**src/sv/pll_synth_serial_programmer_top_assert.svh**
```systemverilog
// pll_synth_serial_programmer_top_assert.svh: assertion macros for the serial programmer.
// Uses the names clk and arst_n of the including module; nothing else is needed.
`ifndef PLL_SYNTH_SERIAL_PROGRAMMER_TOP_ASSERT_SVH
`define PLL_SYNTH_SERIAL_PROGRAMMER_TOP_ASSERT_SVH
`ifndef NO_ASSERTIONS
// A property that must hold at every clock edge outside reset.
`define PLLSS_ASSERT(lbl, prop) \
	lbl: assert property (@(posedge clk) disable iff (!arst_n) (prop)) \
	else $error("pllss: assertion failed");
// A condition that, when true, forces a result at the next clock edge.
`define PLLSS_ASSERT_NEXT(lbl, pre, post) \
	lbl: assert property (@(posedge clk) disable iff (!arst_n) (pre) |=> (post)) \
	else $error("pllss: next-cycle check failed");
`else
`define PLLSS_ASSERT(lbl, prop)
`define PLLSS_ASSERT_NEXT(lbl, pre, post)
`endif
`endif

```
**src/sv/pllss_pkg.sv**
```systemverilog
// pllss_pkg.sv: types and constants of the PLL synthesizer serial programmer.
// No dependencies; every other file of the block, apart from the assertion header, uses it.
package pllss_pkg;

	localparam int CMD_W   = 2;
	localparam int VALUE_W = 32;
	localparam int A_W     = 8;
	localparam int B_W     = 12;
	localparam int CTRL_W  = 8;
	localparam int FRAME_W = 24;
	localparam int LEN_W   = 5;
	localparam int R_W     = 16;

	typedef enum logic [CMD_W-1:0] {
		CMD_CONTROL = 2'd0,
		CMD_REF_DIV = 2'd1,
		CMD_FREQ    = 2'd2,
		CMD_DIRECT  = 2'd3
	} cmd_t;

	localparam logic [CTRL_W-1:0] CTRL_RESET = 8'h6D;

	// 15000 = 8 * 1875: the value is shifted right by three, then divided by 1875
	// through a reciprocal multiply with one correction step.
	localparam int STEP_SH = 3;
	localparam int X_W     = VALUE_W - STEP_SH;
	localparam int Q_W     = 19;
	localparam int M_W     = 30;
	localparam int PROD_W  = X_W + M_W;
	localparam int RECIP_SH = 40;
	localparam int QM_W    = 30;
	localparam logic [M_W-1:0] RECIP_M = 30'd586406201;
	localparam logic [10:0] DIV_ODD = 11'd1875;

	// 64 steps make one B count: B is the quotient over 64, A the remainder.
	localparam int MOD_SH = 6;
	localparam int BQ_W   = Q_W - MOD_SH;

	localparam logic [3:0]     B_PREFIX = 4'h7;
	localparam logic [R_W-1:0] R_ENABLE = 16'h2000;
	localparam logic [R_W-1:0] R_MAX    = 16'hFFFF;
	localparam logic [B_W-1:0] B_MAX    = 12'hFFF;

	localparam logic [LEN_W-1:0] LEN_CONTROL = 5'd8;
	localparam logic [LEN_W-1:0] LEN_REF_DIV = 5'd16;
	localparam logic [LEN_W-1:0] LEN_AB      = 5'd24;

	typedef struct packed {
		cmd_t               command;
		logic [VALUE_W-1:0] value;
		logic [A_W-1:0]     a_count;
		logic [B_W-1:0]     b_count;
	} cmd_beat_t;

	typedef struct packed {
		logic [FRAME_W-1:0] bits;
		logic [LEN_W-1:0]   len;
		logic               err;
	} frame_t;

endpackage

```
**src/sv/pllss_if.sv**
```systemverilog
// pllss_if.sv: valid/ready channels of the serial programmer, command in and bits out.
// Depends on pllss_pkg for the field widths.
interface pllss_cmd_if;
	logic                                 valid;
	logic                                 ready;
	logic [pllss_pkg::CMD_W-1:0]          command;
	logic [pllss_pkg::VALUE_W-1:0]        value;
	logic [pllss_pkg::A_W-1:0]            a_count;
	logic [pllss_pkg::B_W-1:0]            b_count;

	modport source (output valid, command, value, a_count, b_count, input ready);
	modport sink   (input valid, command, value, a_count, b_count, output ready);
endinterface

interface pllss_bit_if;
	logic valid;
	logic ready;
	logic data_bit;
	logic last;
	logic range_error;

	modport source (output valid, data_bit, last, range_error, input ready);
	modport sink   (input valid, data_bit, last, range_error, output ready);
endinterface

```
**src/sv/pllss_divq.sv**
```systemverilog
// pllss_divq.sv: four-stage pipeline that divides the command value by 15000.
// Depends on pllss_pkg; the command beat travels alongside the quotient.
module pllss_divq (
	input  logic                           clk,
	input  logic                           arst_n,
	input  logic                           in_valid,
	output logic                           in_ready,
	input  pllss_pkg::cmd_beat_t           in_beat,
	output logic                           out_valid,
	input  logic                           out_ready,
	output pllss_pkg::cmd_beat_t           out_beat,
	output logic [pllss_pkg::Q_W-1:0]      out_quot
);
	import pllss_pkg::*;

	logic              v_s1, v_s2, v_s3, v_s4;
	logic              rdy_s1, rdy_s2, rdy_s3, rdy_s4;
	cmd_beat_t         beat_s1, beat_s2, beat_s3, beat_s4;
	logic [Q_W-1:0]    qest_s2, qest_s3, quot_s4;
	logic [QM_W-1:0]   qm_s3;
	logic [X_W-1:0]    x_s1, x_s3;
	logic [PROD_W-1:0] prod;
	logic [QM_W-1:0]   qm;
	logic [QM_W-1:0]   rem;
	logic              corr;

	// A stage takes a new beat when it is empty or its beat moves on.
	assign rdy_s4   = out_ready | ~v_s4;
	assign rdy_s3   = rdy_s4 | ~v_s3;
	assign rdy_s2   = rdy_s3 | ~v_s2;
	assign rdy_s1   = rdy_s2 | ~v_s1;
	assign in_ready = rdy_s1;

	assign x_s1 = beat_s1.value[VALUE_W-1:STEP_SH];
	assign x_s3 = beat_s3.value[VALUE_W-1:STEP_SH];
	assign prod = PROD_W'(x_s1) * PROD_W'(RECIP_M);
	assign qm   = QM_W'(qest_s2) * QM_W'(DIV_ODD);
	assign rem  = QM_W'(x_s3) - qm_s3;
	assign corr = rem >= QM_W'(DIV_ODD);

	always_ff @(posedge clk or negedge arst_n) begin
		if (!arst_n) begin
			v_s1 <= 1'b0;
			v_s2 <= 1'b0;
			v_s3 <= 1'b0;
			v_s4 <= 1'b0;
		end else begin
			if (rdy_s1) v_s1 <= in_valid;
			if (rdy_s2) v_s2 <= v_s1;
			if (rdy_s3) v_s3 <= v_s2;
			if (rdy_s4) v_s4 <= v_s3;
		end
	end

	always_ff @(posedge clk) begin
		if (rdy_s1 && in_valid) begin
			beat_s1 <= in_beat;
		end
		if (rdy_s2 && v_s1) begin
			beat_s2 <= beat_s1;
			qest_s2 <= prod[RECIP_SH +: Q_W];
		end
		if (rdy_s3 && v_s2) begin
			beat_s3 <= beat_s2;
			qest_s3 <= qest_s2;
			qm_s3   <= qm;
		end
		if (rdy_s4 && v_s3) begin
			beat_s4 <= beat_s3;
			quot_s4 <= qest_s3 + Q_W'(corr);
		end
	end

	assign out_valid = v_s4;
	assign out_beat  = beat_s4;
	assign out_quot  = quot_s4;
endmodule

```
**src/sv/pllss_frame.sv**
```systemverilog
// pllss_frame.sv: pipeline stage that builds the MSB-aligned frame for one command.
// Depends on pllss_pkg; takes the quotient from pllss_divq.
module pllss_frame (
	input  logic                           clk,
	input  logic                           arst_n,
	input  logic [pllss_pkg::CTRL_W-1:0]   control_word,
	input  logic                           in_valid,
	output logic                           in_ready,
	input  pllss_pkg::cmd_beat_t           in_beat,
	input  logic [pllss_pkg::Q_W-1:0]      in_quot,
	output logic                           out_valid,
	input  logic                           out_ready,
	output pllss_pkg::frame_t              out_frame
);
	import pllss_pkg::*;

	logic            v_s5;
	frame_t          frame_s5;
	frame_t          frame_d;
	logic [BQ_W-1:0] b_full;
	logic            b_over;
	logic [B_W-1:0]  b_sat;
	logic [A_W-1:0]  a_freq;
	logic            r_over;
	logic [R_W-1:0]  r_sat;

	assign b_full = in_quot[Q_W-1:MOD_SH];
	assign b_over = b_full > BQ_W'(B_MAX);
	assign b_sat  = b_over ? B_MAX : b_full[B_W-1:0];
	assign a_freq = A_W'(in_quot[MOD_SH-1:0]);
	assign r_over = |in_beat.value[VALUE_W-1:R_W];
	assign r_sat  = (r_over ? R_MAX : in_beat.value[R_W-1:0]) | R_ENABLE;

	always_comb begin
		frame_d = '0;
		case (in_beat.command)
			CMD_CONTROL: begin
				frame_d.bits = {control_word, (FRAME_W-CTRL_W)'(0)};
				frame_d.len  = LEN_CONTROL;
			end
			CMD_REF_DIV: begin
				frame_d.bits = {r_sat, (FRAME_W-R_W)'(0)};
				frame_d.len  = LEN_REF_DIV;
				frame_d.err  = r_over;
			end
			CMD_FREQ: begin
				frame_d.bits = {B_PREFIX, b_sat, a_freq};
				frame_d.len  = LEN_AB;
				frame_d.err  = b_over;
			end
			CMD_DIRECT: begin
				frame_d.bits = {B_PREFIX, in_beat.b_count, in_beat.a_count};
				frame_d.len  = LEN_AB;
			end
			default: begin
				frame_d = '0;
			end
		endcase
	end

	assign in_ready = out_ready | ~v_s5;

	always_ff @(posedge clk or negedge arst_n) begin
		if (!arst_n) begin
			v_s5 <= 1'b0;
		end else if (in_ready) begin
			v_s5 <= in_valid;
		end
	end

	always_ff @(posedge clk) begin
		if (in_ready && in_valid) begin
			frame_s5 <= frame_d;
		end
	end

	assign out_valid = v_s5;
	assign out_frame = frame_s5;
endmodule

```
**src/sv/pllss_ser.sv**
```systemverilog
// pllss_ser.sv: shift register that sends one frame MSB first, one bit per beat.
// Depends on pllss_pkg, pllss_if and the assertion macro header.
module pllss_ser (
	input  logic                 clk,
	input  logic                 arst_n,
	input  logic                 in_valid,
	output logic                 in_ready,
	input  pllss_pkg::frame_t    in_frame,
	pllss_bit_if.source          serial
);
	import pllss_pkg::*;
	`include "pll_synth_serial_programmer_top_assert.svh"

	logic [FRAME_W-1:0] shift_q;
	logic [LEN_W-1:0]   bits_left_q;
	logic               err_q;
	logic               out_fire;

	assign out_fire = serial.valid & serial.ready;
	// A new frame loads when the shifter is empty or its final bit leaves now.
	assign in_ready = (bits_left_q == '0) |
		((bits_left_q == LEN_W'(1)) & serial.ready);

	always_ff @(posedge clk or negedge arst_n) begin
		if (!arst_n) begin
			shift_q     <= '0;
			bits_left_q <= '0;
			err_q       <= 1'b0;
		end else if (in_valid && in_ready) begin
			shift_q     <= in_frame.bits;
			bits_left_q <= in_frame.len;
			err_q       <= in_frame.err;
		end else if (out_fire) begin
			shift_q     <= {shift_q[FRAME_W-2:0], 1'b0};
			bits_left_q <= bits_left_q - LEN_W'(1);
		end
	end

	assign serial.valid       = bits_left_q != '0;
	assign serial.data_bit    = shift_q[FRAME_W-1];
	assign serial.last        = bits_left_q == LEN_W'(1);
	assign serial.range_error = err_q;

	`PLLSS_ASSERT(a_len_bound, bits_left_q <= LEN_W'(FRAME_W))
	`PLLSS_ASSERT_NEXT(a_load_len, in_valid && in_ready, bits_left_q == $past(in_frame.len))
	`PLLSS_ASSERT_NEXT(a_count_down, out_fire && !serial.last && !in_valid,
		bits_left_q == $past(bits_left_q) - LEN_W'(1))
	`PLLSS_ASSERT_NEXT(a_err_held, serial.valid && !serial.last,
		serial.range_error == $past(serial.range_error))
endmodule

```
**src/sv/pll_synth_serial_programmer_top.sv**
```systemverilog
// pll_synth_serial_programmer_top.sv: top level of the PLL synthesizer serial programmer.
// Depends on pllss_pkg, pllss_if, pllss_divq, pllss_frame and pllss_ser.
//
//   channel      | dir | handshake     | contents of one beat
//   -------------+-----+---------------+-----------------------------------------
//   cmd          | in  | valid / ready | command, value, a_count, b_count
//   serial       | out | valid / ready | data_bit, last, range_error
//   cfg_wr_*     | in  | enable only   | control_word, written when cfg_wr_en is high
//
// A command passes five register stages (four for the divide by 15000, one to
// build the frame) and is then loaded into the shifter. The shifter sends one
// bit per cycle while serial is ready, 8, 16 or 24 bits per command, so the shift
// register sets the sustained rate, and the next frame loads on the edge that
// takes the final bit. Reset clears all valid bits and the shifter
// and restores control_word to 0x6D. A stall on serial holds the current bit and
// backs up the stages one by one; up to five further commands wait in them.
module pll_synth_serial_programmer_top (
	input  logic                          clk,
	input  logic                          arst_n,
	pllss_cmd_if.sink                     cmd,
	pllss_bit_if.source                   serial,
	input  logic                          cfg_wr_en,
	input  logic [pllss_pkg::CTRL_W-1:0]  cfg_wr_data
);
	import pllss_pkg::*;

	logic [CTRL_W-1:0] control_word_q;
	cmd_beat_t         in_beat;
	cmd_beat_t         div_beat;
	logic [Q_W-1:0]    div_quot;
	logic              div_valid, div_ready;
	frame_t            frame;
	logic              frame_valid, frame_ready;

	// The user must write the control byte only while no command is in flight; the block itself does not enforce it.
	always_ff @(posedge clk or negedge arst_n) begin
		if (!arst_n) begin
			control_word_q <= CTRL_RESET;
		end else if (cfg_wr_en) begin
			control_word_q <= cfg_wr_data;
		end
	end

	assign in_beat.command = cmd_t'(cmd.command);
	assign in_beat.value   = cmd.value;
	assign in_beat.a_count = cmd.a_count;
	assign in_beat.b_count = cmd.b_count;

	// Quotient value / 15000 for the frequency command; the beat rides along.
	pllss_divq u_divq (
		.clk       (clk),
		.arst_n    (arst_n),
		.in_valid  (cmd.valid),
		.in_ready  (cmd.ready),
		.in_beat   (in_beat),
		.out_valid (div_valid),
		.out_ready (div_ready),
		.out_beat  (div_beat),
		.out_quot  (div_quot)
	);

	// Frame select, saturation of R and B, and alignment to the shifter MSB.
	pllss_frame u_frame (
		.clk          (clk),
		.arst_n       (arst_n),
		.control_word (control_word_q),
		.in_valid     (div_valid),
		.in_ready     (div_ready),
		.in_beat      (div_beat),
		.in_quot      (div_quot),
		.out_valid    (frame_valid),
		.out_ready    (frame_ready),
		.out_frame    (frame)
	);

	// The shifter drives the serial channel straight from its registers.
	pllss_ser u_ser (
		.clk      (clk),
		.arst_n   (arst_n),
		.in_valid (frame_valid),
		.in_ready (frame_ready),
		.in_frame (frame),
		.serial   (serial)
	);
endmodule

```
**src/flat_wrapper.sv**
```systemverilog
// flat-port wrapper written by rule: the top's interface ports become plain ports
module pll_synth_serial_programmer_top_flat import pllss_pkg::*;
  (clk, arst_n, cfg_wr_en, cfg_wr_data, cmd_valid, cmd_command, cmd_value, cmd_a_count, cmd_b_count, cmd_ready, serial_valid, serial_data_bit, serial_last, serial_range_error, serial_ready);
  pllss_cmd_if cmd_i ();
  pllss_bit_if serial_i ();
  input  logic clk;
  input  logic arst_n;
  input  logic cfg_wr_en;
  input  logic [pllss_pkg::CTRL_W-1:0] cfg_wr_data;
  input wire logic [$bits(cmd_i.valid)-1:0] cmd_valid;
  input wire logic [$bits(cmd_i.command)-1:0] cmd_command;
  input wire logic [$bits(cmd_i.value)-1:0] cmd_value;
  input wire logic [$bits(cmd_i.a_count)-1:0] cmd_a_count;
  input wire logic [$bits(cmd_i.b_count)-1:0] cmd_b_count;
  output wire logic [$bits(cmd_i.ready)-1:0] cmd_ready;
  output wire logic [$bits(serial_i.valid)-1:0] serial_valid;
  output wire logic [$bits(serial_i.data_bit)-1:0] serial_data_bit;
  output wire logic [$bits(serial_i.last)-1:0] serial_last;
  output wire logic [$bits(serial_i.range_error)-1:0] serial_range_error;
  input wire logic [$bits(serial_i.ready)-1:0] serial_ready;
  assign cmd_i.valid = cmd_valid;
  assign cmd_i.command = cmd_command;
  assign cmd_i.value = cmd_value;
  assign cmd_i.a_count = cmd_a_count;
  assign cmd_i.b_count = cmd_b_count;
  assign cmd_ready = cmd_i.ready;
  assign serial_valid = serial_i.valid;
  assign serial_data_bit = serial_i.data_bit;
  assign serial_last = serial_i.last;
  assign serial_range_error = serial_i.range_error;
  assign serial_i.ready = serial_ready;
  pll_synth_serial_programmer_top u_core (.clk(clk), .arst_n(arst_n), .cmd(cmd_i), .serial(serial_i), .cfg_wr_en(cfg_wr_en), .cfg_wr_data(cfg_wr_data));
endmodule
```
**config.mk**
```make
export PLATFORM = sky130hd
export DESIGN_NAME = pll_synth_serial_programmer_top_flat
export DESIGN_NICKNAME = d
export VERILOG_FILES = /design/src/sv/pllss_pkg.sv /design/src/sv/pllss_if.sv /design/src/sv/pllss_divq.sv /design/src/sv/pllss_frame.sv /design/src/sv/pllss_ser.sv /design/src/sv/pll_synth_serial_programmer_top.sv /design/src/flat_wrapper.sv
export VERILOG_INCLUDE_DIRS = /design/src /design/src/sv
export SDC_FILE = /design/constraint.sdc
export NUM_CORES = 2
export LEC_CHECK = 0
export BUFFER_PORTS_ARGS = -buffer_cell sky130_fd_sc_hd__buf_2
export CAP_MARGIN = 25
export CORE_MARGIN = 4
export CORE_UTILIZATION = 60
export DETAILED_ROUTE_END_ITERATION = 6
export PLACE_DENSITY = 0.86
export SLEW_MARGIN = 0
export SYNTH_ARGS = -nofsm -noshare
export SYNTH_HDL_FRONTEND = slang
export SYNTH_SLANG_ARGS = --single-unit
```
**constraint.sdc**
```tcl
create_clock -name clk -period 10.8 [get_ports clk]
set_input_delay 1.62 -clock clk [delete_from_list [all_inputs] [get_ports clk]]
set_output_delay 1.62 -clock clk [all_outputs]
set_load 0.01 [all_outputs]
```
# After elaboration in Yosys (flattened, before gate mapping)
# Cells that the tools add are included.
[totals] regBits=376 elab_cells=75 latchBits=0 mem_bits_ro=0 inputBits=67 ramBits=0 mem_count=0 output_inout_bits=5
[classes] bitwise_logic=13 mul=2 n_reduce_logical=11 n_lt_le_gt_ge=2 n_eq_ne=4 div_mod_pow=0 muxes=8 shift=0 addsub=3
[ops] cell="$pmux 29 s4" count=1
[ops] cell="$mul 29x30->59 const B" count=1
[ops] cell="$mux 24" count=2
[ops] cell="$ge 30x11->1 const B" count=1
[ops] cell="$mul 19x11->30 const B" count=1
[ops] cell="$sub 29x30->30" count=1
[ops] cell="$add 19x1->19" count=1
[ops] cell="$mux 16" count=1
[ops] cell="$reduce_or 16->1" count=1
[ops] cell="$gt 13x12->1 const B" count=1
[ops] cell="$mux 12" count=1
[ops] cell="$mux 5" count=2
[ops] cell="$logic_and 1x1->1" count=6
[ops] cell="$or 1x1->1" count=6
[ops] cell="$eq 5x1->1 const B" count=1
[ops] cell="$logic_not 5->1" count=1
[ops] cell="$not 1->1" count=5
[ops] cell="$reduce_bool 5->1" count=1
[ops] cell="$sub 5x1->5 const B" count=1
[ops] cell="$eq 2x2->1 const B" count=2
[ops] cell="$and 1x1->1" count=2
[ops] cell="$eq 2x1->1 const B" count=1
[ops] cell="$logic_not 2->1" count=1
[ops] cell="$pmux 1 s2" count=1
[ops] cell="$reduce_bool 2->1" count=1

# Depth between registers and ports, before layout
[depth] word_depth=9 mapped_depth=27

# Hierarchy
# Synthesis repeated with hierarchy kept, for this count alone.
[unflattened] hier_cells=2659 area_unflattened_um2=32560.0
[modules_own_cells] module="pllss_divq" seq_area_each_um2=9168.8 cells_per_inst=2359 instances=1 area_per_inst_um2=29102.9
[modules_own_cells] module="pllss_frame" seq_area_each_um2=835.8 cells_per_inst=142 instances=1 area_per_inst_um2=1626.6
[modules_own_cells] module="pllss_ser" seq_area_each_um2=750.7 cells_per_inst=141 instances=1 area_per_inst_um2=1492.7
[modules_own_cells] module="pll_synth_serial_programmer_top" seq_area_each_um2=206.4 cells_per_inst=17 instances=1 area_per_inst_um2=337.8

# Worst setup path before layout
# OpenSTA, ideal clock, no wires.
[synth_path] kind="input-to-reg" from="input port serial_ready" to="register u_core.u_divq.beat_s3[0] in the netlist's numbering, enable pin" setup_ps=624 t_required_ps=10176 arrival_time_ps=7062 path_stages=4 setup_slack_ps=3114 path_cell_list="a21oi_1 -> nor2b_1 -> nor2b_1 -> a31oi_1"
[synth_via] elab_chain_cells=6
[synth_lines] element="from (decl)" line="flat_wrapper.sv:20" rtl="input wire logic [$bits(serial_i.ready)-1:0] serial_ready;"
[synth_lines] element="$and 1x1->1" line="pllss_ser.sv:22" rtl="((bits_left_q == LEN_W'(1)) & serial.ready);"
[synth_lines] element="$or 1x1->1" line="pllss_ser.sv:21" rtl="assign in_ready = (bits_left_q == '0) |"
[synth_lines] element="$or 1x1->1" line="pllss_frame.sv:61" rtl="assign in_ready = out_ready | ~v_s5;"
[synth_lines] element="$or 1x1->1" line="pllss_divq.sv:28" rtl="assign rdy_s4 = out_ready | ~v_s4;"
[synth_lines] element="$or 1x1->1" line="pllss_divq.sv:29" rtl="assign rdy_s3 = rdy_s4 | ~v_s3;"
[synth_lines] element="$logic_and 1x1->1" line="pllss_divq.sv:63" rtl="if (rdy_s3 && v_s2) begin"
[synth_lines] element="to (signal assigned)" line="pllss_divq.sv:64" rtl="beat_s3 <= beat_s2;"
[synth_lines] element="to (decl)" line="pllss_divq.sv:18" rtl="cmd_beat_t beat_s1, beat_s2, beat_s3, beat_s4;"
# No other way between the ends.
# A chain may end at the register's enable or synchronous reset.

# Final worst setup path
[layout_path] from="register u_core.u_divq.beat_s1[29] in the netlist's numbering" to="register u_core.u_divq.qest_s2[15] (data pin)"
[layout_via] elab_chain_cells=1
[layout_lines] element="from (decl)" line="pllss_divq.sv:18"
[layout_lines] element="from (signal assigned)" line="pllss_divq.sv:57" rtl="beat_s1 <= in_beat;"
[layout_lines] element="$mul 29x30->59" line="pllss_divq.sv:36" rtl="assign prod = PROD_W'(x_s1) * PROD_W'(RECIP_M);"
[layout_lines] element="net u_core.u_divq.prod[55]" line="pllss_divq.sv:22" rtl="logic [PROD_W-1:0] prod;"
[layout_lines] element="to (signal assigned)" line="pllss_divq.sv:61" rtl="qest_s2 <= prod[RECIP_SH +: Q_W];"
[layout_lines] element="to (decl)" line="pllss_divq.sv:19" rtl="logic [Q_W-1:0] qest_s2, qest_s3, quot_s4;"
# The timed path passes the listed nets, and every way through them passes these cells.

==> results.sh <==
export IMPL_startpoint_type="flip-flop"
export IMPL_drive_gt1_share_pct=6.61
export IMPL_slew_viol_final=0
export IMPL_finalSetupTns_ps=0
export IMPL_cts_resized=0
export IMPL_via_per_inst=5.88
export IMPL_required_ps=11110
export IMPL_arrival_ps=8190
export IMPL_maxCapViolCount=0
export IMPL_highest_layer="met5"
export IMPL_path_max_fanout=8
export IMPL_wl_mm=77.0
export IMPL_ys_ff_latch=371
export IMPL_setup_worst_path_class="reg -> reg"
export IMPL_clkLatencyLatePin_ps=580
export IMPL_crit_path_end_kind="flip-flop"
export IMPL_wl_per_cell_microns=21.9
export IMPL_status="complete, but fails checks"
export IMPL_diodes=0
export IMPL_route_met2_wl_mm=38.4
export IMPL_htree_num_levels=2
export IMPL_worst_pin_slew_ps=948
export IMPL_syn_nets=3646
export IMPL_routabilityCongestion=1.01
export IMPL_synth_cells=2698
export IMPL_synth_avg_cell_area_sq_um=12.1
export IMPL_die_width_microns=241
export IMPL_synth_async_reset_ratio_pct=11.6
export IMPL_cts_tree="done"
export IMPL_grt_max_degree=73
export IMPL_cts_root_buffer="clkbuf_16"
export IMPL_io_pins=72
export IMPL_setup_viol=0
export IMPL_ant_nets=0
export IMPL_ctsLongestPathBuffers=3
export IMPL_hp_class="reg -> reg"
export IMPL_post_route_period_util_pct=72.9
export IMPL_dr_first_iter_drc_count=2002
export IMPL_die_h_microns=241
export IMPL_area_growth_pct=7.89
export IMPL_fmax_ghz=0.127
export IMPL_grt_pass1_wl_mm=123
export IMPL_drtPass1Iterations=7
export IMPL_rsz0062_at_grt="no"
export IMPL_yosys_warnings=0
export IMPL_violations="DRC"
export IMPL_synth_area_sq_um=32600
export IMPL_slew_limit_headroom_pct=36.8
export IMPL_layout_common_cells="inv_1, ha_1, fa_1"
export IMPL_cts_hold_buf=0
export IMPL_gr_total_overflow=0
export IMPL_start_util_pct=60.6
export IMPL_coreArea_sq_um=53800
export IMPL_first_global_vias=22600
export IMPL_wl_met3_mm=5.06
export IMPL_die_area_sq_um=58100
export IMPL_ys_types=72
export IMPL_synth_ff_type="edfxtp_1"
export IMPL_final_common_cell="inv_1"
export IMPL_cts_sinks=371
export IMPL_drc=1
export IMPL_fin_skew_ps=19.5
export IMPL_nets=3731
export IMPL_antenna_found_initial=1
export IMPL_wl_met1_mm=29.8
export IMPL_vias=20600
export IMPL_period_needed_ps=7880
export IMPL_grt_usage_pct=27.6
export IMPL_numCtsBuffers=40
export IMPL_ys_seq_area_share_pct=33.5
export IMPL_hold_violations=0
export IMPL_dp_hpwl_mm=62.1
export IMPL_rows=85
export IMPL_port_buffers=71
export IMPL_synth_edf_count=328
export IMPL_clk_pin_slew_ps=70
export IMPL_postCtsSetupRepairBufs=0
## worst max-delay path: stages, from the launching register on
cell	delay (ps)
edfxtp_1	650
fa_1	800
fa_1	520
fa_1	550
fa_1	460
fa_1	590
fa_1	440
fa_1	510
inv_1	50
fa_1	490
inv_1	50
ha_1	320
a21oi_1	140
o211ai_1	140
nor2_1	130
o311ai_1	180
a2111oi_2	430
nor3_1	180
a221o_1	420
and3_4	210
o41ai_2	250
xnor2_1	100
## metrics by stage
stage	utilization [%]	instance area, sq um	setup WS, ps	hold slack, ps	instances
2_1_floorplan	-	32600	3110	400	2698
4_1_cts	65.3	35100	2990	412	3508
3_3_place_gp	62.8	33800	3210	402	3435
5_1_grt	65.3	35200	2600	422	3510
3_5_place_dp	62.8	33800	3060	405	3435
6_report	65.3	35200	2920	410	3510
## registers in the layout (all words and copies together), names as in the netlist, 19 cells and up
name,cells
u_core.u_divq.beat_s1,54
u_core.u_divq.beat_s2,54
u_core.u_divq.qm_s3,29
u_core.u_divq.out_beat,53
u_core.u_ser.shift_q,24
u_core.u_frame.out_frame,27
u_core.u_divq.out_quot,19
u_core.u_divq.beat_s3,54
u_core.u_divq.qest_s2,19
u_core.u_divq.qest_s3,19
## kinds of logic after synthesis
family | synth area share (%)
XOR/XNOR | 1.88
AND/OR/NAND/NOR | 5.01
adder cells (fa/ha/maj) | 43.4
flip-flops | 33.5
AO/OA/AOI/OAI | 7.44
multiplexers | 1.33
buffers and inverters | 7.38
## synthesized netlist by cell type (all sizes together), types with 15 or more instances
master	instances	share of area, %
a21o	49	1.1
a21oi	99	1.5
a31oi	15	0.29
and3	20	0.40
clkbuf	33	0.38
dfrtp	38	2.9
edfxtp	328	30
fa	417	26
ha	464	18
inv	602	6.9
mux2i	31	0.95
nand2	86	0.99
nand2b	17	0.33
nand3	28	0.43
nand4	16	0.31
nor2	75	0.86
nor3	29	0.46
o21ai	72	1.1
xnor2	45	1.2
xor2	25	0.67
## path summary, 6_finish.rpt
path                       depth (start not counted)  slack, ps                 startpoint                   endpoint
max reg2reg                                       21       2920  u_core.u_divq.beat_s1[29]  u_core.u_divq.qest_s2[15]
min                                                0        410  u_core.u_divq.beat_s2[24]  u_core.u_divq.beat_s3[24]
max in group asynchronous                          2       9510                     arst_n   u_core.control_word_q[0]
max                                               21       2920  u_core.u_divq.beat_s1[29]  u_core.u_divq.qest_s2[15]
min reg2reg                                        0        410  u_core.u_divq.beat_s2[24]  u_core.u_divq.beat_s3[24]
min in group asynchronous                          1        820                     arst_n   u_core.u_ser.shift_q[21]
## layout make-up
| class | instances | area, sq um |
|---|---|---|
| Multi-Input combinational cell | 1687 | 19300 |
| Sequential cell | 371 | 10900 |
| Inverter | 602 | 2260 |
| Tap cell | 696 | 871 |
| Fill cell | 3855 | 18600 |
| Timing Repair Buffer | 81 | 443 |
| Clock buffer | 53 | 1090 |
| Clock inverter | 20 | 274 |
## metal layers
layer	up-vias	GRT usage (%)
li1	9213	-
met4	2	11.0
met1	10300	34.8
met5	-	0
met2	865	47.9
met3	239	4.93
Power is left out: the tool's default activity adds up to more than one toggle a clock period on the data nets, which glitch-free logic cannot reach.
